[src/rtl/core/pbf_pkg.sv]
// shared constants, register indexes and types of the palette blit core
package pbf_pkg;

    // palette geometry
    localparam int PALETTE_DEPTH = 256;
    localparam int PAL_IDX_BITS  = $clog2(PALETTE_DEPTH);

    // rectangle walk counter width
    localparam int COORD_BITS = 11;

    // fixed field widths
    localparam int DIM_BITS      = 12;
    localparam int POS_BITS      = 11;
    localparam int SLOT_BITS     = 8;
    localparam int INDEX_BITS    = 8;
    localparam int COLOR_BITS    = 32;
    localparam int ADDR_BITS     = 22;
    localparam int CFG_IDX_BITS  = 3;
    localparam int CFG_DATA_BITS = 12;

    // derived address arithmetic widths
    localparam int XY_BITS   = ((COORD_BITS > POS_BITS) ? COORD_BITS : POS_BITS) + 1;
    localparam int PROD_BITS = DIM_BITS + XY_BITS;
    localparam int FULL_BITS = PROD_BITS + 1;
    localparam int AREA_BITS = 2 * DIM_BITS;

    // decoupling queue
    localparam int QUEUE_DEPTH  = 4;
    localparam int QPTR_BITS    = $clog2(QUEUE_DEPTH);
    localparam int QCNT_BITS    = $clog2(QUEUE_DEPTH + 1);
    localparam int MAX_INFLIGHT = QUEUE_DEPTH + 2;

    // register reset values
    localparam logic [DIM_BITS-1:0] FRAME_WIDTH_RST  = DIM_BITS'(720);
    localparam logic [DIM_BITS-1:0] FRAME_HEIGHT_RST = DIM_BITS'(576);

    // register indexes
    localparam logic [CFG_IDX_BITS-1:0] REG_FRAME_WIDTH  = 3'd0;
    localparam logic [CFG_IDX_BITS-1:0] REG_FRAME_HEIGHT = 3'd1;
    localparam logic [CFG_IDX_BITS-1:0] REG_ORIGIN_X     = 3'd2;
    localparam logic [CFG_IDX_BITS-1:0] REG_ORIGIN_Y     = 3'd3;
    localparam logic [CFG_IDX_BITS-1:0] REG_RECT_LEFT    = 3'd4;
    localparam logic [CFG_IDX_BITS-1:0] REG_RECT_RIGHT   = 3'd5;
    localparam logic [CFG_IDX_BITS-1:0] REG_RECT_TOP     = 3'd6;
    localparam logic [CFG_IDX_BITS-1:0] REG_RECT_BOTTOM  = 3'd7;

    // request kinds
    localparam logic REQ_PALETTE = 1'b0;
    localparam logic REQ_PIXEL   = 1'b1;

    // frame size seen by the back end
    typedef struct packed {
        logic [DIM_BITS-1:0] width;
        logic [DIM_BITS-1:0] height;
    } frame_cfg_t;

    // classified word passed from front to back
    typedef struct packed {
        logic                    is_pixel;
        logic [SLOT_BITS-1:0]    slot;
        logic [COLOR_BITS-1:0]   color;
        logic [PAL_IDX_BITS-1:0] pal_idx;
        logic [XY_BITS-1:0]      x;
        logic [XY_BITS-1:0]      field_line;
        logic                    done;
    } blit_entry_t;

endpackage

[src/rtl/core/pbf_queue.sv]
// short queue between front and back end
module pbf_queue (
    input  logic                 clk,
    input  logic                 rst_n,
    input  logic                 push_valid,
    output logic                 push_ready,
    input  pbf_pkg::blit_entry_t push_data,
    output logic                 pop_valid,
    input  logic                 pop_ready,
    output pbf_pkg::blit_entry_t pop_data
);
    import pbf_pkg::*;

    blit_entry_t          slots_reg [QUEUE_DEPTH];
    logic [QPTR_BITS-1:0] wr_ptr_reg, wr_ptr_next;
    logic [QPTR_BITS-1:0] rd_ptr_reg, rd_ptr_next;
    logic [QCNT_BITS-1:0] count_reg, count_next;
    logic                 do_push, do_pop;

    assign push_ready = (count_reg != QCNT_BITS'(QUEUE_DEPTH));
    assign pop_valid  = (count_reg != '0);
    assign pop_data   = slots_reg[rd_ptr_reg];
    assign do_push    = push_valid && push_ready;
    assign do_pop     = pop_valid && pop_ready;

    // pointer and fill count update
    always_comb
    begin
        wr_ptr_next = wr_ptr_reg;
        rd_ptr_next = rd_ptr_reg;
        count_next  = count_reg;
        if (do_push)
            wr_ptr_next = (wr_ptr_reg == QPTR_BITS'(QUEUE_DEPTH - 1)) ? '0 : wr_ptr_reg + 1'b1;
        if (do_pop)
            rd_ptr_next = (rd_ptr_reg == QPTR_BITS'(QUEUE_DEPTH - 1)) ? '0 : rd_ptr_reg + 1'b1;
        if (do_push && !do_pop)
            count_next = count_reg + 1'b1;
        else if (do_pop && !do_push)
            count_next = count_reg - 1'b1;
    end

    always_ff @(posedge clk or negedge rst_n)
    begin
        if (!rst_n)
        begin
            wr_ptr_reg <= '0;
            rd_ptr_reg <= '0;
            count_reg  <= '0;
        end
        else
        begin
            wr_ptr_reg <= wr_ptr_next;
            rd_ptr_reg <= rd_ptr_next;
            count_reg  <= count_next;
        end
    end

    // storage
    always_ff @(posedge clk)
    begin
        if (do_push)
            slots_reg[wr_ptr_reg] <= push_data;
    end

endmodule

[config.mk]
export PLATFORM = sky130hd
export DESIGN_NAME = pbf_queue
export DESIGN_NICKNAME = d
export VERILOG_FILES = /design/src/rtl/core/pbf_pkg.sv /design/src/rtl/core/pbf_queue.sv
export SDC_FILE = /design/constraint.sdc
export NUM_CORES = 1
export LEC_CHECK = 0
export ABC_CLOCK_PERIOD_IN_PS = 4900
export BUFFER_PORTS_ARGS = -buffer_cell sky130_fd_sc_hd__buf_2
export CAP_MARGIN = 10
export CORE_MARGIN = 1
export CORE_UTILIZATION = 50
export CTS_CLUSTER_SIZE = 16
export DETAILED_ROUTE_END_ITERATION = 6
export GPL_TIMING_DRIVEN = 1
export PLACE_DENSITY = 0.71
export SKIP_LAST_GASP = 1
export SYNTH_ARGS = -nofsm -noshare
export SYNTH_HDL_FRONTEND = slang
export SYNTH_SLANG_ARGS = --single-unit
export TNS_END_PERCENT = 100
[constraint.sdc]
create_clock -name clk -period 4.9 [get_ports clk]
set_input_delay 0.98 -clock clk [delete_from_list [all_inputs] [get_ports clk]]
set_output_delay 0.98 -clock clk [all_outputs]
set_load 0.05 [all_outputs]
==> results of run 1 <==
## metal layers
layer	part of all wire [%]	GRT usage, %
met3	7.4	4.398
met2	50	29.16
met5	0	0
met4	1.3	3.750
met1	42	23.15
## power by group
part	leakage (nW)	switching [mW]	internal, mW
sequential	2.79	0.213	3.43
combinational	1.26	2.42	1.06
clock	0.469	0.900	1.30
total	4.52	3.53	5.79
## Yosys cell counts
cell type	number	share of area (%)
edfxtp_1	296	80
mux4_2	74	15
dfrtp_1	7	1.6
buf_2	6	0.27
ha_1	6	0.67
mux2_2	5	0.51
and2_1	4	0.22
buf_12	4	0.72
nor2_1	4	0.13
buf_4	3	0.20
inv_1	3	0.10
clkbuf_1	2	0.067
nand2_1	2	0.067
xor2_1	2	0.16
a21boi_1	1	0.067
buf_6	1	0.10
buf_8	1	0.13
fa_1	1	0.18
or3_1	1	0.056
xnor2_1	1	0.079
## metrics by stage
step	cells	hold WS (ns)	total power [mW]
2_1_floorplan	424	0.4751	6.502
3_3_place_gp	852	0.5148	7.168
3_5_place_dp	852	0.5189	7.242
4_1_cts	907	0.2734	9.442
5_1_grt	907	0.2740	9.718
6_report	910	0.2961	9.325
## worst paths after layout
check	from	to	slack, ns	cells past startpoint
worst min register to register	count_reg[2]	count_reg[2]	0.54	1
worst max-delay path	rd_ptr_reg[0]	pop_data[56]	1.38	3
worst min-delay path	rst_n	wr_ptr_reg[1]	0.30	1
min in group clk	count_reg[2]	count_reg[2]	0.54	1
worst max register to register	count_reg[0]	slots_reg[2][22]	2.39	4
max in group asynchronous	rst_n	rd_ptr_reg[0]	4.39	1
## layout make-up
class | count | area (sq um) | area share, %
Clock buffer | 41 | 843.3 | 6.393
Tap cell | 280 | 350.3 | 2.656
Multi-Input combinational cell | 101 | 1916 | 14.52
Inverter | 3 | 11.26 | 0.08536
Timing Repair Buffer | 165 | 868.3 | 6.583
Antenna cell | 3 | 7.507 | 0.05691
Sequential cell | 303 | 9071 | 68.77
Clock inverter | 14 | 123.9 | 0.9390
## logic make-up after synthesis
logic type	Yosys count	share of synthesized area, %
muxes	79	15.46
DFF	303	81.31
and+or+nand+nor	11	0.4826
xor gates and xnor gates	3	0.2358
buffers and inverters	20	1.594
adders and majority gates	7	0.8531
AOI/OAI and AO/OA	1	0.06737
==> metrics.md, run 1 <==
| Metric | Value |
|---|---|
| DRT antenna net count | `0` |
| Minimum clock period | `3.518 ns` |
| CP required | `approximately 3.9 ns` |
| Post-CTS sizing | `0` |
| Die width | `151.3 um` |
| Share of cells above drive strength 1 | `46.41%` |
| Achievable Freq | `between 200 and 300 MHz` |
| Total CTS buffers | `30` |
| Period Utilization, post-route | `71.79%` |
| Worst-path clk slew | `0.06 ns` |
| # clock sinks | `303` |
| Site Rows | `54` |
| Vias in the first global route | `approximately 5.4k` |
| Final setup vio count | `0` |
| FILL cells | `1527` |
| Total global routing overflow | `0` |
| Vias per cell | `between 5 and 6` |
| HPWL Detailed | `11.65 mm` |
| Crit path buf inv count | `2` |
| Die ar. | `0.02289 sq mm` |
| Worst min path class | `in -> async` |
| Final Skew | `0.01437 ns` |
| Fin nets | `689` |
| Delay-heaviest family, CP | `flip-flops` |
| Critical Path Sink Type | `primary output` |
| Antenna violations before repair | `1` |
| Max-slew violation count | `0` |
| H-tree depth | `1` |
| Clk root buf | `clkbuf_16` |
| RSZ-0062 raised after global routing | `false` |
| Yosys warning total | `0` |
| Seq/Total Area, Yosys | `81.31%` |
| # hold bufs at CTS | `0` |
| Clk buf depth | `3` |
| Setup bufs post-CTS | `0` |
| Port buffer count | `between 150 and 200` |
| Post-place setup slack | `1.793 ns` |
| CP Class | `reg -> out` |
| Final setup margin | `between 1 and 1.5 ns` |
| Worst path arrival time | `2.54 ns` |
| Core Util, Final | `60.45%` |
| Actual slew at the worst max-slew pin | `roughly 1.0 ns` |
| Setup tns final | `0 ns` |
| CP max stage delay | `0.76 ns` |
| Starting Density | `approximately half` |
| Avg Inst Size Synth | `26.29 sq um` |
| Routed WL | `between 15 and 20 mm` |
| IO Pins | `~150` |
| Max reg flops | `296` |
| Placed cell areas | `0.01222 sq mm` |
| Synth cell types | `20` |
| Worst-Skew Late Latency | `between 0.5 and 0.6 ns` |
| Final instance area | `0.01319 sq mm` |
| Final Hold Fails | `0` |
| Flops & latches, synth | `303` |
| Critical path fanouts, max | `25` |
| Netlist Area Pre-Place | `0.01115 sq mm` |
| Static Leakage | `between 4 and 5 nW` |
| Vias post-DR | `~4.9k` |
| RD Place Congestion | `0.7171` |
| CTS tree | `built` |
| Global Route Usage Sum | `17.41%` |
| Maxcap violations | `0` |
| Max-slew headroom | `30.23%` |
| Die span in y | `151.3 um` |
| Pin count of the biggest net entering global routing | `between 60 and 70` |
| P per Cell Area | `706.9 mW/mm^2` |
| Commonest non-fill, non-tap cell in the layout | `edfxtp_1` |
| # DRC | `0` |
| Post-Syn Instances | `about 420` |
| Drt first pass iters | `4` |
| Routed length per instance | `around 21 um` |
| Critical path's slowest cell | `dfrtp_4` |
| Crit path cell chain | `buf_4 -> mux4_2 -> buf_2` |
| Most frequent cells in the layout | `296 x edfxtp_1, 153 x buf_2, 74 x mux4_2` |
| Core area | `~0.022 sq mm` |
| Net Count, Synth | `509` |
| Startpoint types | `flip-flop` |
| Iter 0 DRT Violations | `247` |
| Status | `finished, final reports clean` |
| Synth-to-Final Area Change | `18.34%` |
| First-pass GRT wire length | `29.46 mm` |
| VDD IR max | `0.5115 mV` |
Power figures use the tool's default switching activity.
==> run 2, diff against run 1 <==
--- a/config.mk
+++ b/config.mk
@@ -5,7 +5,7 @@
 export SDC_FILE = /design/constraint.sdc
 export NUM_CORES = 1
 export LEC_CHECK = 0
-export ABC_CLOCK_PERIOD_IN_PS = 4900
+export ABC_CLOCK_PERIOD_IN_PS = 3100
 export BUFFER_PORTS_ARGS = -buffer_cell sky130_fd_sc_hd__buf_2
 export CAP_MARGIN = 10
 export CORE_MARGIN = 1
@@ -13,7 +13,7 @@
 export CTS_CLUSTER_SIZE = 16
 export DETAILED_ROUTE_END_ITERATION = 6
 export GPL_TIMING_DRIVEN = 1
-export PLACE_DENSITY = 0.71
+export PLACE_DENSITY = 0.74
 export SKIP_LAST_GASP = 1
 export SYNTH_ARGS = -nofsm -noshare
 export SYNTH_HDL_FRONTEND = slang
==> constraint.sdc (replaced) <==
create_clock -name clk -period 3.1 [get_ports clk]
set_input_delay 0.62 -clock clk [delete_from_list [all_inputs] [get_ports clk]]
set_output_delay 0.62 -clock clk [all_outputs]
set_load 0.05 [all_outputs]
==> run 2 against run 1 <==
Against the previous run: wire length is 2.4% higher; critical path depth stayed put; sequential cell count stayed put; total power is 58% higher; clock skew is 0.0038 ns lower; clock power is 52% higher; critical endpoint is now pop_data[71]; combinational power is 63% higher; worst hold slack hardly changed; design area is 0.34% higher; core utilization is 0.21 points higher; non-clock buffer count is 3 higher; sequential share of layout area is 0.23 points lower.
==> metrics.md, run 2 (synthesis results as in run 1) <==
| Metric | Value |
|---|---|
| Status | `finished, final reports clean` |
| Worst-Skew Late Latency | `0.54 ns (about the same)` |
| Starting Density | `51.08% (unchanged)` |
| First-pass GRT wire length | `30.02 mm (+1.9%)` |
| CTS tree | `built` |
| Critical path's slowest cell | `mux4_2` |
| Combinational power share | `38.4% (+1.1 points)` |
| Final instance area | `0.01324 sq mm (+0.34%)` |
| Worst-path clk slew | `0.06 ns (about the same)` |
| CP Class | `reg -> out` |
| Pin count of the biggest net entering global routing | `51 (-25%)` |
| Vias in the first global route | `5417 (+0.18%)` |
| Minimum clock period | `2.861 ns` |
| Period Utilization, post-route | `92.28%` |
| Die span in y | `151.3 um (unchanged)` |
| Antenna violations before repair | `4 (+3)` |
| Clk buf depth | `3 (unchanged)` |
| P per Cell Area | `1113 mW/mm^2 (+57%)` |
| Actual slew at the worst max-slew pin | `0.5951 ns (-0.4515 ns)` |
| Max reg flops | `296 (unchanged)` |
| Most frequent cells in the layout | `296 x edfxtp_1, 153 x buf_2, 74 x mux4_2` |
| Total global routing overflow | `0 (unchanged)` |
| Internal Power | `9.120 mW (+57%)` |
| Max-slew headroom | `60.24% (+30 points)` |
| Static Leakage | `4.541 nW (+0.40%)` |
| H-tree depth | `1 (unchanged)` |
| FILL cells | `1511 (-1.0%)` |
| Vias post-DR | `4979 (+1.4%)` |
| Site Rows | `54 (unchanged)` |
| VDD IR max | `0.8056 mV (+57%)` |
| Iter 0 DRT Violations | `260 (+5.3%)` |
| Synth-to-Final Area Change | `18.74%` |
| # DRC | `0 (unchanged)` |
| Setup bufs post-CTS | `0 (unchanged)` |
| RSZ-0062 raised after global routing | `false` |
| # hold bufs at CTS | `1 (+1)` |
| Die width | `151.3 um (unchanged)` |
| Footprint of the multi-input gates | `0.001916 sq mm (unchanged)` |
| Crit path cell chain | `buf_4 -> mux4_2 -> buf_2` |
| Clk network pwr share | `22.7% (-0.9 points)` |
| Maxcap violations | `0 (unchanged)` |
| Flop pwr share | `38.8% (-0.3 points)` |
| # clock sinks | `303 (unchanged)` |
| Core area | `0.02182 sq mm (unchanged)` |
| Setup tns final | `0 ns (unchanged)` |
| Achievable Freq | `~350 MHz` |
| Post-CTS sizing | `0 (unchanged)` |
| Die ar. | `0.02289 sq mm (unchanged)` |
| RD Place Congestion | `0.7143 (-0.39%)` |
| Final Hold Fails | `0 (unchanged)` |
| Total CTS buffers | `29 (-3.3%)` |
| Commonest non-fill, non-tap cell in the layout | `edfxtp_1` |
| Share of cells above drive strength 1 | `46.74% (+0.33 points)` |
| Routed length per instance | `21.78 um (+2.4%)` |
| CP max stage delay | `0.60 ns (-0.16 ns)` |
| FF+latch area | `0.009071 sq mm (unchanged)` |
| Startpoint types | `flip-flop` |
| IO Pins | `154 (unchanged)` |
| Clk root buf | `clkbuf_16` |
| Placed cell areas | `0.01231 sq mm (+0.74%)` |
| Global Route Usage Sum | `17.87% (+0.46 points)` |
| Worst path arrival time | `2.24 ns (-0.30 ns)` |
| Max-slew violation count | `0 (unchanged)` |
| HPWL Detailed | `12.46 mm (+7.0%)` |
| Delay-heaviest family, CP | `buffers and inverters` |
| Crit path buf inv count | `2 (unchanged)` |
| DRT antenna net count | `0 (unchanged)` |
| Fin nets | `691 (+0.29%)` |
| Switch share | `38.10% (+0.24 points)` |
| Port buffer count | `153 (unchanged)` |
| Vias per cell | `5.471 (+1.4%)` |
| Routed WL | `19.82 mm (+2.4%)` |
| Psw | `5.614 mW (+59%)` |
| Final setup vio count | `0 (unchanged)` |
| Critical path fanouts, max | `27 (+8.0%)` |
| Critical Path Sink Type | `primary output` |
| Drt first pass iters | `4 (unchanged)` |
| Worst min path class | `in -> reg` |
| Final Skew | `0.01054 ns (-0.003828 ns)` |
| CP required | `2.48 ns (-1.44 ns)` |
## run 2: cell types whose count changed in the layout (fill, tap and decap cells not counted), sizes merged
cell,change
diode,-2
buf,+2
bufinv,+1
clkbuf,-8
dlygate4sd3,+1
clkinv,+6
## run 2: through the flow
stage / util, % / worst slack [ns] / instances / power [mW] / hold slack [ns]
2_1_floorplan: - / 0.7063 / 424 / 10.24 / 0.3244
3_3_place_gp: 56.39 / 0.7475 / 854 / 11.44 / 0.4549
3_5_place_dp: 56.39 / 0.6678 / 854 / 11.56 / 0.4623
4_1_cts: 60.64 / 0.1863 / 909 / 14.92 / 0.2712
5_1_grt: 60.64 / 0.1238 / 909 / 15.32 / 0.2787
6_report: 60.65 / 0.2395 / 910 / 14.73 / 0.2960
## run 2: worst paths after layout
| path | startpoint | to | slack, ns | depth (start not counted) |
|---|---|---|---|---|
| worst max-delay path | rd_ptr_reg[0] | pop_data[71] | 0.24 | 3 |
| worst min-delay path | push_data[4] | slots_reg[3][4] | 0.30 | 1 |
| worst max register to register | count_reg[0] | count_reg[2] | 0.84 | 8 |
| worst min register to register | count_reg[2] | count_reg[2] | 0.53 | 1 |
| max in group asynchronous | rst_n | rd_ptr_reg[0] | 2.47 | 2 |
| min in group asynchronous | rst_n | count_reg[1] | 0.45 | 2 |
## run 2: final cells by class
type	count	area share (%)
clock inverter	21	1.333
antenna	1	0.01891
multi-input combinational	101	14.47
tap	280	2.647
sequential	303	68.53
timing repair buffer	168	7.316
inverter	3	0.08507
clock buffer	33	5.596
## run 2: layer usage
metal  vias to the layer above  GRT usage, %  part of all wire [%]  wire length, um
met5                         -             0                  0.20               39
met4                         6         3.950                   1.2              237
met3                        26         4.608                   6.7             1334
met2                       147         30.43                    51            10180
met1                      2604         23.20                    41             8033
li1                       2196             -                     -                -
## run 2: worst reg2reg max path, delay by kind of cell (launching register included)
| family | cells | cell delay, ns |
|---|---|---|
| adders and majority gates | 2 | 0.67 |
| and+or+nand+nor | 2 | 0.19 |
| buffers and inverters | 1 | 0.06 |
| xor gates and xnor gates | 2 | 0.34 |
| AOI/OAI and AO/OA | 1 | 0.50 |
| DFF | 1 | 0.43 |
## run 2: power by group through the flow
stage	logic (mW)	clock network (mW)	registers (mW)
floorplan	4.61	0	5.64
global placement	5.69	0	5.75
detailed placement	5.74	0	5.82
CTS	5.76	3.42	5.73
global route	5.96	3.56	5.80
finish	5.66	3.35	5.72
