$ cat config.mk
export PLATFORM = sky130hd
export DESIGN_NAME = pbf_front_flat
export DESIGN_NICKNAME = d
export VERILOG_FILES = /design/src/rtl/core/pbf_pkg.sv /design/src/rtl/core/pbf_req_if.sv /design/src/rtl/core/pbf_front.sv /design/src/flat_wrapper.sv
export SDC_FILE = /design/constraint.sdc
export NUM_CORES = 1
export LEC_CHECK = 0
export CORE_MARGIN = 2
export CORE_UTILIZATION = 31
export DETAILED_ROUTE_END_ITERATION = 7
export DONT_BUFFER_PORTS = 1
export PLACE_DENSITY = 0.52
export SYNTH_ARGS = -nofsm -noshare
export SYNTH_HDL_FRONTEND = slang
export SYNTH_SLANG_ARGS = --single-unit
$ cat constraint.sdc
create_clock -name clk -period 10.05 [get_ports clk]
set_input_delay 1.005 -clock clk [delete_from_list [all_inputs] [get_ports clk]]
set_output_delay 1.005 -clock clk [all_outputs]
set_load 0.05 [all_outputs]
$ cat src/rtl/core/pbf_pkg.sv
// shared constants, register indexes and types of the palette blit core
package pbf_pkg;

    // palette geometry
    localparam int PALETTE_DEPTH = 256;
    localparam int PAL_IDX_BITS  = $clog2(PALETTE_DEPTH);

    // rectangle walk counter width
    localparam int COORD_BITS = 11;

    // fixed field widths
    localparam int DIM_BITS      = 12;
    localparam int POS_BITS      = 11;
    localparam int SLOT_BITS     = 8;
    localparam int INDEX_BITS    = 8;
    localparam int COLOR_BITS    = 32;
    localparam int ADDR_BITS     = 22;
    localparam int CFG_IDX_BITS  = 3;
    localparam int CFG_DATA_BITS = 12;

    // derived address arithmetic widths
    localparam int XY_BITS   = ((COORD_BITS > POS_BITS) ? COORD_BITS : POS_BITS) + 1;
    localparam int PROD_BITS = DIM_BITS + XY_BITS;
    localparam int FULL_BITS = PROD_BITS + 1;
    localparam int AREA_BITS = 2 * DIM_BITS;

    // decoupling queue
    localparam int QUEUE_DEPTH  = 4;
    localparam int QPTR_BITS    = $clog2(QUEUE_DEPTH);
    localparam int QCNT_BITS    = $clog2(QUEUE_DEPTH + 1);
    localparam int MAX_INFLIGHT = QUEUE_DEPTH + 2;

    // register reset values
    localparam logic [DIM_BITS-1:0] FRAME_WIDTH_RST  = DIM_BITS'(720);
    localparam logic [DIM_BITS-1:0] FRAME_HEIGHT_RST = DIM_BITS'(576);

    // register indexes
    localparam logic [CFG_IDX_BITS-1:0] REG_FRAME_WIDTH  = 3'd0;
    localparam logic [CFG_IDX_BITS-1:0] REG_FRAME_HEIGHT = 3'd1;
    localparam logic [CFG_IDX_BITS-1:0] REG_ORIGIN_X     = 3'd2;
    localparam logic [CFG_IDX_BITS-1:0] REG_ORIGIN_Y     = 3'd3;
    localparam logic [CFG_IDX_BITS-1:0] REG_RECT_LEFT    = 3'd4;
    localparam logic [CFG_IDX_BITS-1:0] REG_RECT_RIGHT   = 3'd5;
    localparam logic [CFG_IDX_BITS-1:0] REG_RECT_TOP     = 3'd6;
    localparam logic [CFG_IDX_BITS-1:0] REG_RECT_BOTTOM  = 3'd7;

    // request kinds
    localparam logic REQ_PALETTE = 1'b0;
    localparam logic REQ_PIXEL   = 1'b1;

    // frame size seen by the back end
    typedef struct packed {
        logic [DIM_BITS-1:0] width;
        logic [DIM_BITS-1:0] height;
    } frame_cfg_t;

    // classified word passed from front to back
    typedef struct packed {
        logic                    is_pixel;
        logic [SLOT_BITS-1:0]    slot;
        logic [COLOR_BITS-1:0]   color;
        logic [PAL_IDX_BITS-1:0] pal_idx;
        logic [XY_BITS-1:0]      x;
        logic [XY_BITS-1:0]      field_line;
        logic                    done;
    } blit_entry_t;

endpackage

$ cat src/rtl/core/pbf_req_if.sv
// request channel: palette loads and pixel indices
interface pbf_req_if;
    logic                          valid;
    logic                          ready;
    logic                          req_type;
    logic [pbf_pkg::SLOT_BITS-1:0]  palette_slot;
    logic [pbf_pkg::COLOR_BITS-1:0] palette_color;
    logic [pbf_pkg::INDEX_BITS-1:0] pixel_index;

    modport source (output valid, req_type, palette_slot, palette_color, pixel_index,
                    input ready);
    modport sink   (input valid, req_type, palette_slot, palette_color, pixel_index,
                    output ready);
    modport mon    (input valid, ready, req_type, palette_slot, palette_color,
                    pixel_index);
endinterface

$ cat src/rtl/core/pbf_front.sv
// front end: register file, rectangle walk and word classification
module pbf_front (
    input  logic                               clk,
    input  logic                               rst_n,
    input  logic                               cfg_we,
    input  logic [pbf_pkg::CFG_IDX_BITS-1:0]   cfg_index,
    input  logic [pbf_pkg::CFG_DATA_BITS-1:0]  cfg_data,
    pbf_req_if.sink                            req_ch,
    output logic                               push_valid,
    input  logic                               push_ready,
    output pbf_pkg::blit_entry_t               push_data,
    output pbf_pkg::frame_cfg_t                frame_cfg
);
    import pbf_pkg::*;

    logic [DIM_BITS-1:0]   frame_width_reg, frame_height_reg;
    logic [POS_BITS-1:0]   origin_x_reg, origin_y_reg;
    logic [POS_BITS-1:0]   rect_left_reg, rect_right_reg, rect_top_reg, rect_bottom_reg;
    logic [COORD_BITS-1:0] column_reg, column_next;
    logic [COORD_BITS-1:0] line_reg, line_next;

    logic [COORD_BITS-1:0] left_c, right_c, top_c, bottom_c;
    logic [COORD_BITS-1:0] restart_col, restart_line;
    logic                  row_end, col_end, done;
    logic                  accept;
    logic [XY_BITS-1:0]    x_pos, y_pos, field_line;

    assign frame_cfg.width  = frame_width_reg;
    assign frame_cfg.height = frame_height_reg;

    // bounds taken at counter width
    assign left_c   = COORD_BITS'(rect_left_reg);
    assign right_c  = COORD_BITS'(rect_right_reg);
    assign top_c    = COORD_BITS'(rect_top_reg);
    assign bottom_c = COORD_BITS'(rect_bottom_reg);

    // walk start after a register write, taking a bound written in the same cycle
    assign restart_col  = (cfg_index == REG_RECT_LEFT)
                        ? COORD_BITS'(cfg_data[POS_BITS-1:0]) : left_c;
    assign restart_line = (cfg_index == REG_RECT_TOP)
                        ? COORD_BITS'(cfg_data[POS_BITS-1:0]) : top_c;

    assign accept          = req_ch.valid && push_ready;
    assign req_ch.ready    = push_ready;
    assign push_valid      = req_ch.valid;

    // walk position and end-of-line / end-of-rectangle tests
    assign row_end = column_reg >= right_c;
    assign col_end = line_reg >= bottom_c;
    assign done    = row_end && col_end;

    // screen position and field-split line
    assign x_pos = XY_BITS'(origin_x_reg) + XY_BITS'(column_reg);
    assign y_pos = XY_BITS'(origin_y_reg) + XY_BITS'(line_reg);
    assign field_line = y_pos[0]
                      ? XY_BITS'(frame_height_reg >> 1) + XY_BITS'(y_pos >> 1)
                      : XY_BITS'(y_pos >> 1);

    // word handed to the queue
    always_comb
    begin
        push_data.is_pixel   = (req_ch.req_type == REQ_PIXEL);
        push_data.slot       = req_ch.palette_slot;
        push_data.color      = req_ch.palette_color;
        push_data.pal_idx    = PAL_IDX_BITS'(req_ch.pixel_index % PALETTE_DEPTH);
        push_data.x          = x_pos;
        push_data.field_line = field_line;
        push_data.done       = done;
    end

    // counter next state
    always_comb
    begin
        column_next = column_reg;
        line_next   = line_reg;
        priority if (cfg_we)
        begin
            column_next = restart_col;
            line_next   = restart_line;
        end
        else if (accept && req_ch.req_type == REQ_PIXEL)
        begin
            priority if (done)
            begin
                column_next = left_c;
                line_next   = top_c;
            end
            else if (row_end)
            begin
                column_next = left_c;
                line_next   = line_reg + 1'b1;
            end
            else
            begin
                column_next = column_reg + 1'b1;
            end
        end
    end

    // walk counters
    always_ff @(posedge clk or negedge rst_n)
    begin
        if (!rst_n)
        begin
            column_reg <= '0;
            line_reg   <= '0;
        end
        else
        begin
            column_reg <= column_next;
            line_reg   <= line_next;
        end
    end

    // register file
    always_ff @(posedge clk or negedge rst_n)
    begin
        if (!rst_n)
        begin
            frame_width_reg  <= FRAME_WIDTH_RST;
            frame_height_reg <= FRAME_HEIGHT_RST;
            origin_x_reg     <= '0;
            origin_y_reg     <= '0;
            rect_left_reg    <= '0;
            rect_right_reg   <= '0;
            rect_top_reg     <= '0;
            rect_bottom_reg  <= '0;
        end
        else if (cfg_we)
        begin
            unique case (cfg_index)
                REG_FRAME_WIDTH:  frame_width_reg  <= cfg_data;
                REG_FRAME_HEIGHT: frame_height_reg <= cfg_data;
                REG_ORIGIN_X:     origin_x_reg     <= POS_BITS'(cfg_data);
                REG_ORIGIN_Y:     origin_y_reg     <= POS_BITS'(cfg_data);
                REG_RECT_LEFT:    rect_left_reg    <= POS_BITS'(cfg_data);
                REG_RECT_RIGHT:   rect_right_reg   <= POS_BITS'(cfg_data);
                REG_RECT_TOP:     rect_top_reg     <= POS_BITS'(cfg_data);
                REG_RECT_BOTTOM:  rect_bottom_reg  <= POS_BITS'(cfg_data);
                default:          frame_width_reg  <= frame_width_reg;
            endcase
        end
    end

endmodule

$ cat src/flat_wrapper.sv
// flat-port wrapper written by rule: the top's interface ports become plain ports
module pbf_front_flat import pbf_pkg::*;
  (clk, rst_n, cfg_we, cfg_index, cfg_data, push_valid, push_ready, push_data, frame_cfg, req_ch_valid, req_ch_req_type, req_ch_palette_slot, req_ch_palette_color, req_ch_pixel_index, req_ch_ready);
  pbf_req_if req_ch_i ();
  input  logic clk;
  input  logic rst_n;
  input  logic cfg_we;
  input  logic [pbf_pkg::CFG_IDX_BITS-1:0] cfg_index;
  input  logic [pbf_pkg::CFG_DATA_BITS-1:0] cfg_data;
  output logic push_valid;
  input  logic push_ready;
  output pbf_pkg::blit_entry_t push_data;
  output pbf_pkg::frame_cfg_t frame_cfg;
  input wire logic [$bits(req_ch_i.valid)-1:0] req_ch_valid;
  input wire logic [$bits(req_ch_i.req_type)-1:0] req_ch_req_type;
  input wire logic [$bits(req_ch_i.palette_slot)-1:0] req_ch_palette_slot;
  input wire logic [$bits(req_ch_i.palette_color)-1:0] req_ch_palette_color;
  input wire logic [$bits(req_ch_i.pixel_index)-1:0] req_ch_pixel_index;
  output wire logic [$bits(req_ch_i.ready)-1:0] req_ch_ready;
  assign req_ch_i.valid = req_ch_valid;
  assign req_ch_i.req_type = req_ch_req_type;
  assign req_ch_i.palette_slot = req_ch_palette_slot;
  assign req_ch_i.palette_color = req_ch_palette_color;
  assign req_ch_i.pixel_index = req_ch_pixel_index;
  assign req_ch_ready = req_ch_i.ready;
  pbf_front u_core (.clk(clk), .rst_n(rst_n), .cfg_we(cfg_we), .cfg_index(cfg_index), .cfg_data(cfg_data), .req_ch(req_ch_i), .push_valid(push_valid), .push_ready(push_ready), .push_data(push_data), .frame_cfg(frame_cfg));
endmodule
==> results by group, run 1 <==
Pwr
  • Logic pwr share: 59.6%
  • P_sw: ~1.6 mW
  • Leak Pwr: approximately 3.4 nW
  • Clk pwr share: 13.3%
  • Sw Share: 54.6%
  • Int Pwr: 1.34 mW
  • PwrDens: roughly 380 mW/mm2
  • Max VDD drop: about 0.19 mV
  • Sequential Power Share: 27.1%

CTS
  • CTS resizes: 0
  • Hold-fix buffers at CTS: 0
  • H-tree depth: 3
  • CTS clk-pin slew, worst paths: ~0.080 ns
  • Clk sink count: around 110
  • Longest Clk Path Bufs: 2
  • Setup repair bufs after CTS: 0
  • CTS tree: built
  • CTS buffer count: 9
  • Worst-Skew Late Latency: between 0.3 and 0.4 ns
  • Root Driver: clkbuf_16

Timing
  • Setup-failing EPs final: 0
  • Final Critical Period: roughly 5.2 ns
  • Setup Total Neg Slack: 0 ns
  • RSZ-0062 raised after global routing: no
  • Worst-Margin Slew: between 1 and 1.5 ns
  • Fin crit share: between 50% and 60%
  • Final Hold Vio Count: 0
  • Fmax: a little under 0.2 GHz
  • Final setup skew: between 0.015 and 0.02 ns
  • Slew Viols, Final: 0
  • Slew HR: 21.5%

Yosys
  • Cell count after synthesis: 764
  • Yosys reg bits: 112
  • Prevailing post-synth register cell: dfrtp_1
  • Avg Inst Size Synth: 9.78 um2
  • Cell Area, Synth: ~0.0075 mm2
  • Post-Syn Nets: 895
  • Distinct cells, synth: slightly below 70
  • Register area share after synthesis: around 38%
  • Synth Warn #: 0
  • Async S/R FF share, synth: 100%
  • Top-area cell type share of the netlist area: 35.5%
  • Synth top area cells: dfrtp_1 35%, mux2_2 11%, ha_1 9.9%, buf_4 5.3%, nand2_1 4.1%
  • Yosys top cell by area: dfrtp_1
  • Number of flops mapped to enable cells by yosys: 0

Floorplanning
  • Top Ports: between 150 and 200
  • Core Area: 0.0235 mm2
  • Initial Utilization: roughly a third
  • # rows: 56
  • Die height: roughly 160 um
  • Die Area: around 0.025 mm2
  • Die X: ~160 um

Placement
  • Final RePlAce weighted congestion: between 0.7 and 0.8
  • Post-DP HPWL: ~14,000 um
  • Dpl cells: slightly above 1,000
  • Count of input and output buffers: 0

Global route
  • Initial antenna violation count: 0
  • Largest net degree at the start of global routing: approximately 110
  • First-pass GRT wire length: just over 30,000 um
  • Remaining Overflow, GRT: 0
  • Vias in the first global route: 5,167
  • Total Routing Usage GR: between 15 and 20%

Layout
  • Nets: 830
  • Layout cells sized above 1: 17.9%
  • Post-Layout Cell Count: roughly 1,000
  • Area growth from synthesis to final layout: 2.98%
  • Commonest non-fill, non-tap cell in the layout: dfrtp_1
  • Most frequent cells in the layout: 106 x dfrtp_1, 82 x nand2_1, 72 x mux2_2
  • Fillers: about 2,500
  • Number of diodes: 0

Run
  • Max Cap Viol: 0

Setup path
  • CP Data Required Time: 9.05 ns
  • CP max-delay cell: a211oi_2
  • Crit path capture type: output pin
  • Cell chain of the critical path: ha_1 > fa_1 > ha_1 > fa_1 > a21oi_1 > o21ai_0 > o311a_1 > nor2_1 > o21ai_0 > xnor2_1 > a211oi_2
  • CP startpoint kind: flop
  • Worst-path fanout max: 6
  • Worst R2R Path Depth: 10
  • Critical Path AT: approximately 4.2 ns
  • Critical path type: flop to output pin
  • Crit path largest cell delay: around 0.77 ns

Drt
  • Routed Wire Length: approximately 19,000 um
  • Residual DRC count: 0
  • DR iter-0 viols: roughly 370
  • Via count: 5,248
  • Vias/cell: a little over 5
  • Drt pass-1 iters: 4
  • Drt wl/cell: around 18 um
  • Antenna viol nets, final: 0

Hold path
  • Worst hold path class: primary input to asynchronous set/reset pin

Status
  • Outcome: finished clean
## critical path, delay by kind of cell (launching register included)
kind | cells | cell delay, ns
AOI/OAI and AO/OA | 5 | 1.65
xor gates and xnor gates | 1 | 0.16
adders and majority gates | 4 | 1.38
DFF | 1 | 0.46
and+or+nand+nor | 1 | 0.16
## cell type report
cell class	count	area, um2	area share (%)
Sequential cell	112	2810	36.5
Timing Repair Buffer	4	30.0	0.390
Tap cell	319	399	5.19
Clock inverter	7	95.1	1.24
Inverter	41	154	2.00
Clock buffer	9	225	2.93
Multi-Input combinational cell	531	3980	51.7
## power by group through the flow
stage | Clock, mW | Combinational (mW) | Sequential [mW]
after floorplan | 0 | 1.59 | 0.749
after global placement | 0 | 1.75 | 0.804
after detailed placement | 0 | 1.75 | 0.807
after CTS | 0.406 | 1.76 | 0.799
after global routing | 0.423 | 1.94 | 0.821
final | 0.392 | 1.75 | 0.799
## cells in the mapped netlist (3+ instances only)
| cell | number |
|---|---|
| a211oi_1 | 7 |
| a31oi_1 | 7 |
| nand2b_1 | 7 |
| fa_1 | 3 |
| o21ai_0 | 55 |
| ha_1 | 59 |
| buf_2 | 4 |
| o32ai_1 | 3 |
| nor3_1 | 7 |
| dfstp_2 | 6 |
| nand4_1 | 6 |
| a22oi_1 | 3 |
| and3_1 | 6 |
| xor2_1 | 8 |
| o211ai_1 | 3 |
| mux2i_1 | 3 |
| a32oi_1 | 5 |
| nor2b_1 | 6 |
| nor2_1 | 38 |
| mux2_2 | 72 |
| a21o_1 | 11 |
| o21a_1 | 4 |
| nand2_1 | 82 |
| dfrtp_1 | 106 |
| xnor2_1 | 23 |
| or3_2 | 6 |
| nand3_1 | 16 |
| a2111oi_0 | 3 |
| o211ai_2 | 3 |
| buf_4 | 53 |
| clkbuf_1 | 16 |
| nor4_1 | 3 |
| nand4b_1 | 3 |
| inv_1 | 39 |
| or2_2 | 4 |
| buf_6 | 5 |
| a21oi_1 | 29 |
| o22ai_1 | 8 |
## per-layer routing
| layer | share of wire (%) | GRT usage [%] | vias to the layer above | routed length (um) |
|---|---|---|---|---|
| met5 | 0 | 0 | - | 0 |
| met4 | 1.4 | 3.80 | 0 | 274 |
| met3 | 6.6 | 3.72 | 34 | 1250 |
| met2 | 42 | 22.3 | 119 | 7930 |
| met1 | 50 | 22.3 | 2557 | 9450 |
| li1 | - | - | 2538 | - |
## final timing paths
| kind | start | endpoint | slack, ns |
|---|---|---|---|
| worst max-delay path | u_core.line_reg[0] | push_data[11] | 4.87 |
| worst min register to register | u_core.rect_top_reg[5] | u_core.rect_top_reg[5] | 0.47 |
| worst max register to register | u_core.column_reg[0] | u_core.line_reg[8] | 6.84 |
| max in group asynchronous | rst_n | u_core.frame_width_reg[9] | 9.44 |
| min in group clk | u_core.rect_top_reg[5] | u_core.rect_top_reg[5] | 0.47 |
| worst min-delay path | rst_n | u_core.origin_y_reg[10] | 0.34 |
## kinds of logic after synthesis
logic type                 Yosys count  synth area share (%)
muxes                               75                  11.3
DFF                                112                  37.6
and+or+nand+nor                    195                  12.4
adders and majority gates           62                  10.7
xor gates and xnor gates            31                  3.63
buffers and inverters              121                  9.31
AOI/OAI and AO/OA                  168                  15.1
## through the flow
stage	setup WS (ns)	cell area [um2]	utilization [%]	hold slack [ns]	power, mW
2_1_floorplan	5.12	7470	-	0.432	2.34
3_3_place_gp	5.35	7380	31.3	0.445	2.55
3_5_place_dp	5.27	7380	31.3	0.455	2.56
4_1_cts	4.85	7700	32.7	0.309	2.97
5_1_grt	4.54	7700	32.7	0.306	3.18
6_report	4.87	7700	32.7	0.337	2.94
Note: power is estimated with default switching activity, not from simulation.
==> run 2: changes to the inputs <==
--- a/config.mk
+++ b/config.mk
@@ -9,7 +9,7 @@
 export CORE_UTILIZATION = 31
 export DETAILED_ROUTE_END_ITERATION = 7
 export DONT_BUFFER_PORTS = 1
-export PLACE_DENSITY = 0.52
+export PLACE_DENSITY = 0.53
 export SYNTH_ARGS = -nofsm -noshare
 export SYNTH_HDL_FRONTEND = slang
 export SYNTH_SLANG_ARGS = --single-unit
==> constraint.sdc (replaced) <==
create_clock -name clk -period 4.3 [get_ports clk]
set_input_delay 0.43 -clock clk [delete_from_list [all_inputs] [get_ports clk]]
set_output_delay 0.43 -clock clk [all_outputs]
set_load 0.05 [all_outputs]
==> run 2 against run 1 <==
  * The flow now finishes with violations (negative hold slack)
  * Largest cell class unchanged
  * Combinational power rose to 2.5 times the previous value
  * Clock power up 130%
  * Via count up 1.4%
  * Sequential share of layout area down 0.63 points
  * Wire length down 0.11%
  * Die area unchanged
  * Cell count up 1.5%
  * Critical path type unchanged
  * Critical endpoint unchanged
==> results by group, run 2 (synthesized netlist as in run 1, its figures left out) <==
CTS
  • Clk sink count: 112 (unchanged)
  • CTS tree: built (unchanged)
  • Longest Clk Path Bufs: 2 (unchanged)
  • Worst-Skew Late Latency: 0.36 ns (was 0.37 ns)
  • H-tree depth: 3 (unchanged)
  • CTS buffer count: 9 (unchanged)
  • CTS clk-pin slew, worst paths: 0.07 ns (was 0.08 ns)
  • Root Driver: clkbuf_16 (unchanged)

Placement
  • Placement Cell Area: 0.00746 mm2 (was 0.00738 mm2)
  • Final RePlAce weighted congestion: 0.807 (was 0.754)
  • Count of input and output buffers: 0 (unchanged)
  • Post-DP HPWL: 13,300 um (was 13,600 um)

Layout
  • Number of diodes: 0 (unchanged)
  • Layout cells sized above 1: 20.4% (was 17.9%)
  • Commonest non-fill, non-tap cell in the layout: dfrtp_1 (unchanged)
  • Post-route cell area: 0.00784 mm2 (was 0.00770 mm2)
  • Nets: 845 (was 830)
  • Most frequent cells in the layout: 104 x dfrtp_1, 82 x nand2_1, 72 x mux2_2 (was 106 x dfrtp_1, 82 x nand2_1, 72 x mux2_2)
  • Area growth from synthesis to final layout: 4.89% (was 2.98%)

Setup path
  • CP Data Required Time: 3.87 ns (was 9.05 ns)
  • Cell chain of the critical path: ha_1 > a21o_1 > a211oi_2 > nor2_1 > nor2_1 > xnor2_1 > ha_1 > nand2_1 > o21ai_0 > o311a_1 > nor2_2 > o21ai_1 > xnor2_1 > a211oi_2 > buf_6 (was ha_1 > fa_1 > ha_1 > fa_1 > a21oi_1 > o21ai_0 > o311a_1 > nor2_1 > o21ai_0 > xnor2_1 > a211oi_2)
  • Reg2Reg Setup Slack: 1.12 ns (was 6.84 ns)
  • Worst-path fanout max: 6 (unchanged)
  • Crit path capture type: output pin (unchanged)
  • CP startpoint kind: flop (unchanged)
  • Worst R2R Path Depth: 9 (was 10)
  • CP max-delay cell: dfrtp_2 (was a211oi_2)
  • Critical Path AT: 3.68 ns (was 4.18 ns)
  • Critical path type: flop to output pin (unchanged)
  • Crit path largest cell delay: 0.47 ns (was 0.77 ns)

Drt
  • Routed Wire Length: 18,900 um (about the same)
  • Via count: 5,320 (was 5,248)
  • DR iter-0 viols: 356 (was 365)
  • Drt wl/cell: 18.2 um (was 18.5 um)
  • Drt pass-1 iters: 5 (was 4)
  • Vias/cell: 5.13 (about the same)
  • Antenna viol nets, final: 0 (unchanged)
  • Residual DRC count: 0 (unchanged)

Pwr
  • Max VDD drop: 0.501 mV (was 0.185 mV)
  • Leak Pwr: 3.44 nW (was 3.36 nW)
  • PwrDens: 918 mW/mm2 (was 383 mW/mm2)
  • Pwr Total: 7.19 mW (was 2.94 mW)

Timing
  • Worst-Margin Slew: 1.19 ns (was 1.17 ns)
  • Worst hold slack: -0.0255 ns (was 0.337 ns)
  • Fin crit share: 95.5%
  • Final Critical Period: ~4.1 ns
  • Setup Total Neg Slack: 0 ns (unchanged)
  • Final Hold Vio Count: 14 (was 0)
  • Slew Viols, Final: 0 (unchanged)
  • Final setup skew: 0.00938 ns (was 0.0180 ns)
  • Slew HR: 19.9% (was 21.5%)
  • Fmax: approximately 0.24 GHz
  • Setup-failing EPs final: 0 (unchanged)

Status
  • Outcome: complete, but fails checks (was finished clean)
  • Failing checks: negative hold slack

Global route
  • Initial antenna violation count: 0 (unchanged)
  • Remaining Overflow, GRT: 0 (unchanged)
  • Vias in the first global route: 5,160 (was 5,167)
  • Total Routing Usage GR: 15.0% (was 15.2%)
  • First-pass GRT wire length: 29,900 um (was 30,500 um)
  • Largest net degree at the start of global routing: 113 (unchanged)

Floorplanning
  • Die X: 159 um (unchanged)
  • Die Area: 0.0254 mm2 (unchanged)
  • Core Area: 0.0235 mm2 (unchanged)
  • Initial Utilization: 31.7% (unchanged)
  • # rows: 56 (unchanged)
  • Top Ports: 169 (unchanged)
  • Die height: 159 um (unchanged)

Hold path
  • Worst hold path class: primary input to asynchronous set/reset pin (unchanged)

Run
  • Max Cap Viol: 0 (unchanged)
[run 2: cell count changes in the layout (fill, tap and decap cells not counted), sizes merged]
cell	before	now
clkinv	3	2
buf	4	19
clkbuf	9	10
[run 2: what timing repair did]
item	in CTS	in global routing
resized for setup	1	9
hold endpoints to repair	112	0
hold buffers	1	0
setup endpoints to repair	2	3
pin swaps	0	4
buffers inserted	0	4
[run 2: routing by layer]
| layer | wire length [um] | share of wire [%] | vias to the layer above | GRT usage [%] |
|---|---|---|---|---|
| met2 | 7990 | 42 | 131 | 22.4 |
| met4 | 354 | 1.9 | 0 | 5.25 |
| li1 | - | - | 2575 | - |
| met5 | 0 | 0 | - | 0 |
| met3 | 1140 | 6.0 | 35 | 3.07 |
| met1 | 9410 | 50 | 2579 | 21.4 |
[run 2: power breakdown]
part | switching [mW] | leakage, nW | internal [mW]
Clock | 0.421 | 0.150 | 0.463
Sequential | 0.524 | 1.35 | 1.34
Combinational | 2.88 | 1.94 | 1.57
Total | 3.82 | 3.44 | 3.37
[run 2: path summary, 6_finish.rpt]
path,start,to
setup reg to reg,u_core.column_reg[0],u_core.line_reg[9]
hold reg to reg,u_core.rect_top_reg[5],u_core.rect_top_reg[5]
min in group clk,cfg_data[0],u_core.rect_top_reg[0]
setup / recovery,u_core.line_reg[1],push_data[11]
hold / removal,rst_n,u_core.frame_height_reg[7]
max in group asynchronous,rst_n,u_core.line_reg[0]
[run 2: layout make-up]
cell class	instances	area, um2
Clock buffer	10	229
Clock inverter	6	72.6
Fill cell	2446	15700
Inverter	41	154
Multi-Input combinational cell	531	4010
Sequential cell	112	2810
Tap cell	319	399
Timing Repair Buffer	19	166
[run 2: stage by stage]
stage / util, % / instances / setup WS, ns
floorplan: - / 764 / 0.220
global placement: 31.7 / 1017 / 0.377
detailed placement: 31.7 / 1017 / 0.328
CTS: 33.1 / 1034 / 0.0333
global route: 33.3 / 1038 / -0.00386
finish: 33.3 / 1038 / 0.194
[run 2: critical path, delay by kind of cell (launching register included)]
family	cells	cell delay (ns)
buffers and inverters	1	0.19
AND/OR/NAND/NOR	4	0.40
XOR/XNOR	2	0.32
adder cells (fa/ha/maj)	2	0.63
AO/OA/AOI/OAI	6	1.31
flip-flops	1	0.47
==> run 3: changes to the inputs <==
--- a/config.mk
+++ b/config.mk
@@ -9,6 +9,7 @@
 export CORE_UTILIZATION = 31
 export DETAILED_ROUTE_END_ITERATION = 7
 export DONT_BUFFER_PORTS = 1
+export MAX_ROUTING_LAYER = met4
 export PLACE_DENSITY = 0.53
 export SYNTH_ARGS = -nofsm -noshare
 export SYNTH_HDL_FRONTEND = slang
==> run 3 against run 2 <==
  * The run still ends with negative hold slack left
  * Die area is the same
  * Largest cell class unchanged
  * Critical endpoint unchanged
  * Sequential cell count is the same
  * Worst hold slack lost 0.0011 ns
==> results by group, run 3 (synthesized netlist as in run 1, its figures left out) <==
Status
  • Outcome: complete, but fails checks (unchanged)
  • Failing checks: negative hold slack (unchanged)

Layout
  • Commonest non-fill, non-tap cell in the layout: dfrtp_1 (unchanged)
  • Number of diodes: 0 (unchanged)
  • Area growth from synthesis to final layout: 4.89% (unchanged)
  • Most frequent cells in the layout: 104 x dfrtp_1, 82 x nand2_1, 72 x mux2_2 (unchanged)
  • Fillers: 2,446 (unchanged)
  • Nets: 845 (unchanged)
  • Finished Core Util: 33.3% (unchanged)
  • Layout cells sized above 1: 20.4% (unchanged)
  • Post-Layout Cell Count: 1,038 (unchanged)

Setup path
  • Crit path largest cell delay: 0.47 ns (about the same)
  • Critical Path AT: 3.67 ns (was 3.68 ns)
  • Crit path capture type: output pin (unchanged)
  • Cell chain of the critical path: ha_1 > a21o_1 > a211oi_2 > nor2_1 > nor2_1 > xnor2_1 > ha_1 > nand2_1 > o21ai_0 > o311a_1 > nor2_2 > o21ai_1 > xnor2_1 > a211oi_2 > buf_6 (unchanged)
  • CP max-delay cell: dfrtp_2 (unchanged)
  • CP top delay family: compound AO/OA/AOI/OAI gates (unchanged)
  • Critical path type: flop to output pin (unchanged)
  • CP bufs+invs: 1 (unchanged)
  • Levels on crit path: 15 (unchanged)
  • CP Data Required Time: 3.87 ns (about the same)
  • Worst-path fanout max: 6 (unchanged)
  • CP startpoint kind: flop (unchanged)
  • Worst R2R Path Depth: 9 (unchanged)

Placement
  • Post-DP HPWL: 13,300 um (unchanged)
  • Dpl cells: 1,017 (unchanged)
  • Count of input and output buffers: 0 (unchanged)
  • Pre-CTS WS: 0.328 ns (unchanged)
  • Final RePlAce weighted congestion: 0.819 (was 0.807)

Timing
  • Final setup skew: 0.00993 ns (was 0.00938 ns)
  • Fin crit share: 95.4% (was 95.5%)
  • Fmax: 0.244 GHz (about the same)
  • Setup Total Neg Slack: 0 ns (unchanged)
  • Slew Viols, Final: 0 (unchanged)
  • Worst-Margin Slew: 1.21 ns (was 1.19 ns)
  • Final Critical Period: 4.10 ns (was 4.11 ns)
  • Worst hold slack: -0.0266 ns (was -0.0255 ns)
  • Setup-failing EPs final: 0 (unchanged)
  • Final Hold Vio Count: 14 (unchanged)
  • Slack of the critical path: 0.198 ns (was 0.194 ns)
  • Slew HR: 19.1% (was 19.9%)

Pwr
  • PwrDens: 917 mW/mm2 (was 918 mW/mm2)
  • Leak Pwr: 3.44 nW (unchanged)
  • Pwr Total: 7.19 mW (about the same)
  • Logic pwr share: 61.7% (was 61.8%)
  • Int Pwr: 3.37 mW (about the same)
  • Max VDD drop: 0.501 mV (about the same)
  • Clk pwr share: 12.3% (about the same)
  • Sequential Power Share: 25.9% (about the same)
  • Sw Share: 53.1% (about the same)
  • P_sw: 3.82 mW (about the same)

CTS
  • Clk sink count: 112 (unchanged)
  • CTS buffer count: 9 (unchanged)
  • H-tree depth: 3 (unchanged)
  • Longest Clk Path Bufs: 2 (unchanged)
  • Root Driver: clkbuf_16 (unchanged)
  • CTS tree: built (unchanged)
  • Worst-Skew Late Latency: 0.36 ns (about the same)
  • CTS clk-pin slew, worst paths: 0.07 ns (about the same)

Hold path
  • Worst hold path class: primary input to asynchronous set/reset pin (unchanged)

Drt
  • Routed Wire Length: 18,900 um (about the same)
  • Vias/cell: 5.13 (about the same)
  • DR iter-0 viols: 371 (was 356)
  • Via count: 5,322 (was 5,320)
  • Drt wl/cell: 18.2 um (about the same)
  • Drt pass-1 iters: 5 (unchanged)
  • Residual DRC count: 0 (unchanged)
  • Antenna viol nets, final: 0 (unchanged)

Global route
  • Largest net degree at the start of global routing: 113 (unchanged)
  • Initial antenna violation count: 0 (unchanged)
  • Total Routing Usage GR: 15.4% (was 15.0%)
  • First-pass GRT wire length: 29,900 um (about the same)
  • Remaining Overflow, GRT: 0 (unchanged)
  • Vias in the first global route: 5,168 (was 5,160)

Floorplanning
  • Core Area: 0.0235 mm2 (unchanged)
  • # rows: 56 (unchanged)
  • Initial Utilization: 31.7% (unchanged)
  • Die Area: 0.0254 mm2 (unchanged)
  • Die height: 159 um (unchanged)
  • Top Ports: 169 (unchanged)
  • Die X: 159 um (unchanged)

Run
  • Max Cap Viol: 0 (unchanged)
-- run 3: path summary, 6_finish.rpt --
| check | end | start | slack [ns] |
|---|---|---|---|
| setup / recovery | push_data[11] | u_core.line_reg[1] | 0.20 |
| hold / removal | u_core.frame_height_reg[7] | rst_n | -0.03 |
| setup reg to reg | u_core.line_reg[9] | u_core.column_reg[0] | 1.14 |
| hold reg to reg | u_core.rect_top_reg[5] | u_core.rect_top_reg[5] | 0.47 |
| max in group asynchronous | u_core.line_reg[0] | rst_n | 3.80 |
| min in group clk | u_core.rect_top_reg[0] | cfg_data[0] | 0.17 |
-- run 3: power groups by stage --
stage          clock, mW  combinational [mW]  sequential, mW
2_1_floorplan          0                3.73            1.75
3_3_place_gp           0                4.30            1.88
3_5_place_dp           0                4.31            1.88
4_1_cts            0.915                4.37            1.87
5_1_grt            0.942                4.86            1.92
6_report           0.887                4.44            1.86
-- run 3: final cells by class --
cell class              instances  area [um2]  area share [%]
repair buffers                 19         166            2.12
multi-input cells             531        4010            51.1
clock inverters                 6        72.6           0.926
flip-flops and latches        112        2810            35.9
inverters                      41         154            1.96
clock buffers                  10         229            2.92
well taps                     319         399            5.09
-- run 3: routing by layer --
layer | vias to the layer above | global-route usage [%] | routed length [um]
met1 | 2585 | 21.4 | 9400
li1 | 2578 | - | -
met4 | 0 | 5.25 | 347
met3 | 36 | 3.02 | 1070
met2 | 123 | 22.5 | 8080
met5 | - | - | 0
-- run 3: what timing repair did --
item,in CTS,in global routing
setup endpoints to repair,2,3
pin swaps,0,4
gates resized for setup,1,9
setup buffers,0,4
hold buffers,1,0
hold endpoints to repair,112,0
-- run 3: through the flow --
stage          instance area, um2  hold slack, ns
2_1_floorplan                7480           0.134
3_3_place_gp                 7460           0.137
3_5_place_dp                 7460           0.137
4_1_cts                      7780          0.0474
5_1_grt                      7840          0.0294
6_report                     7840         -0.0266
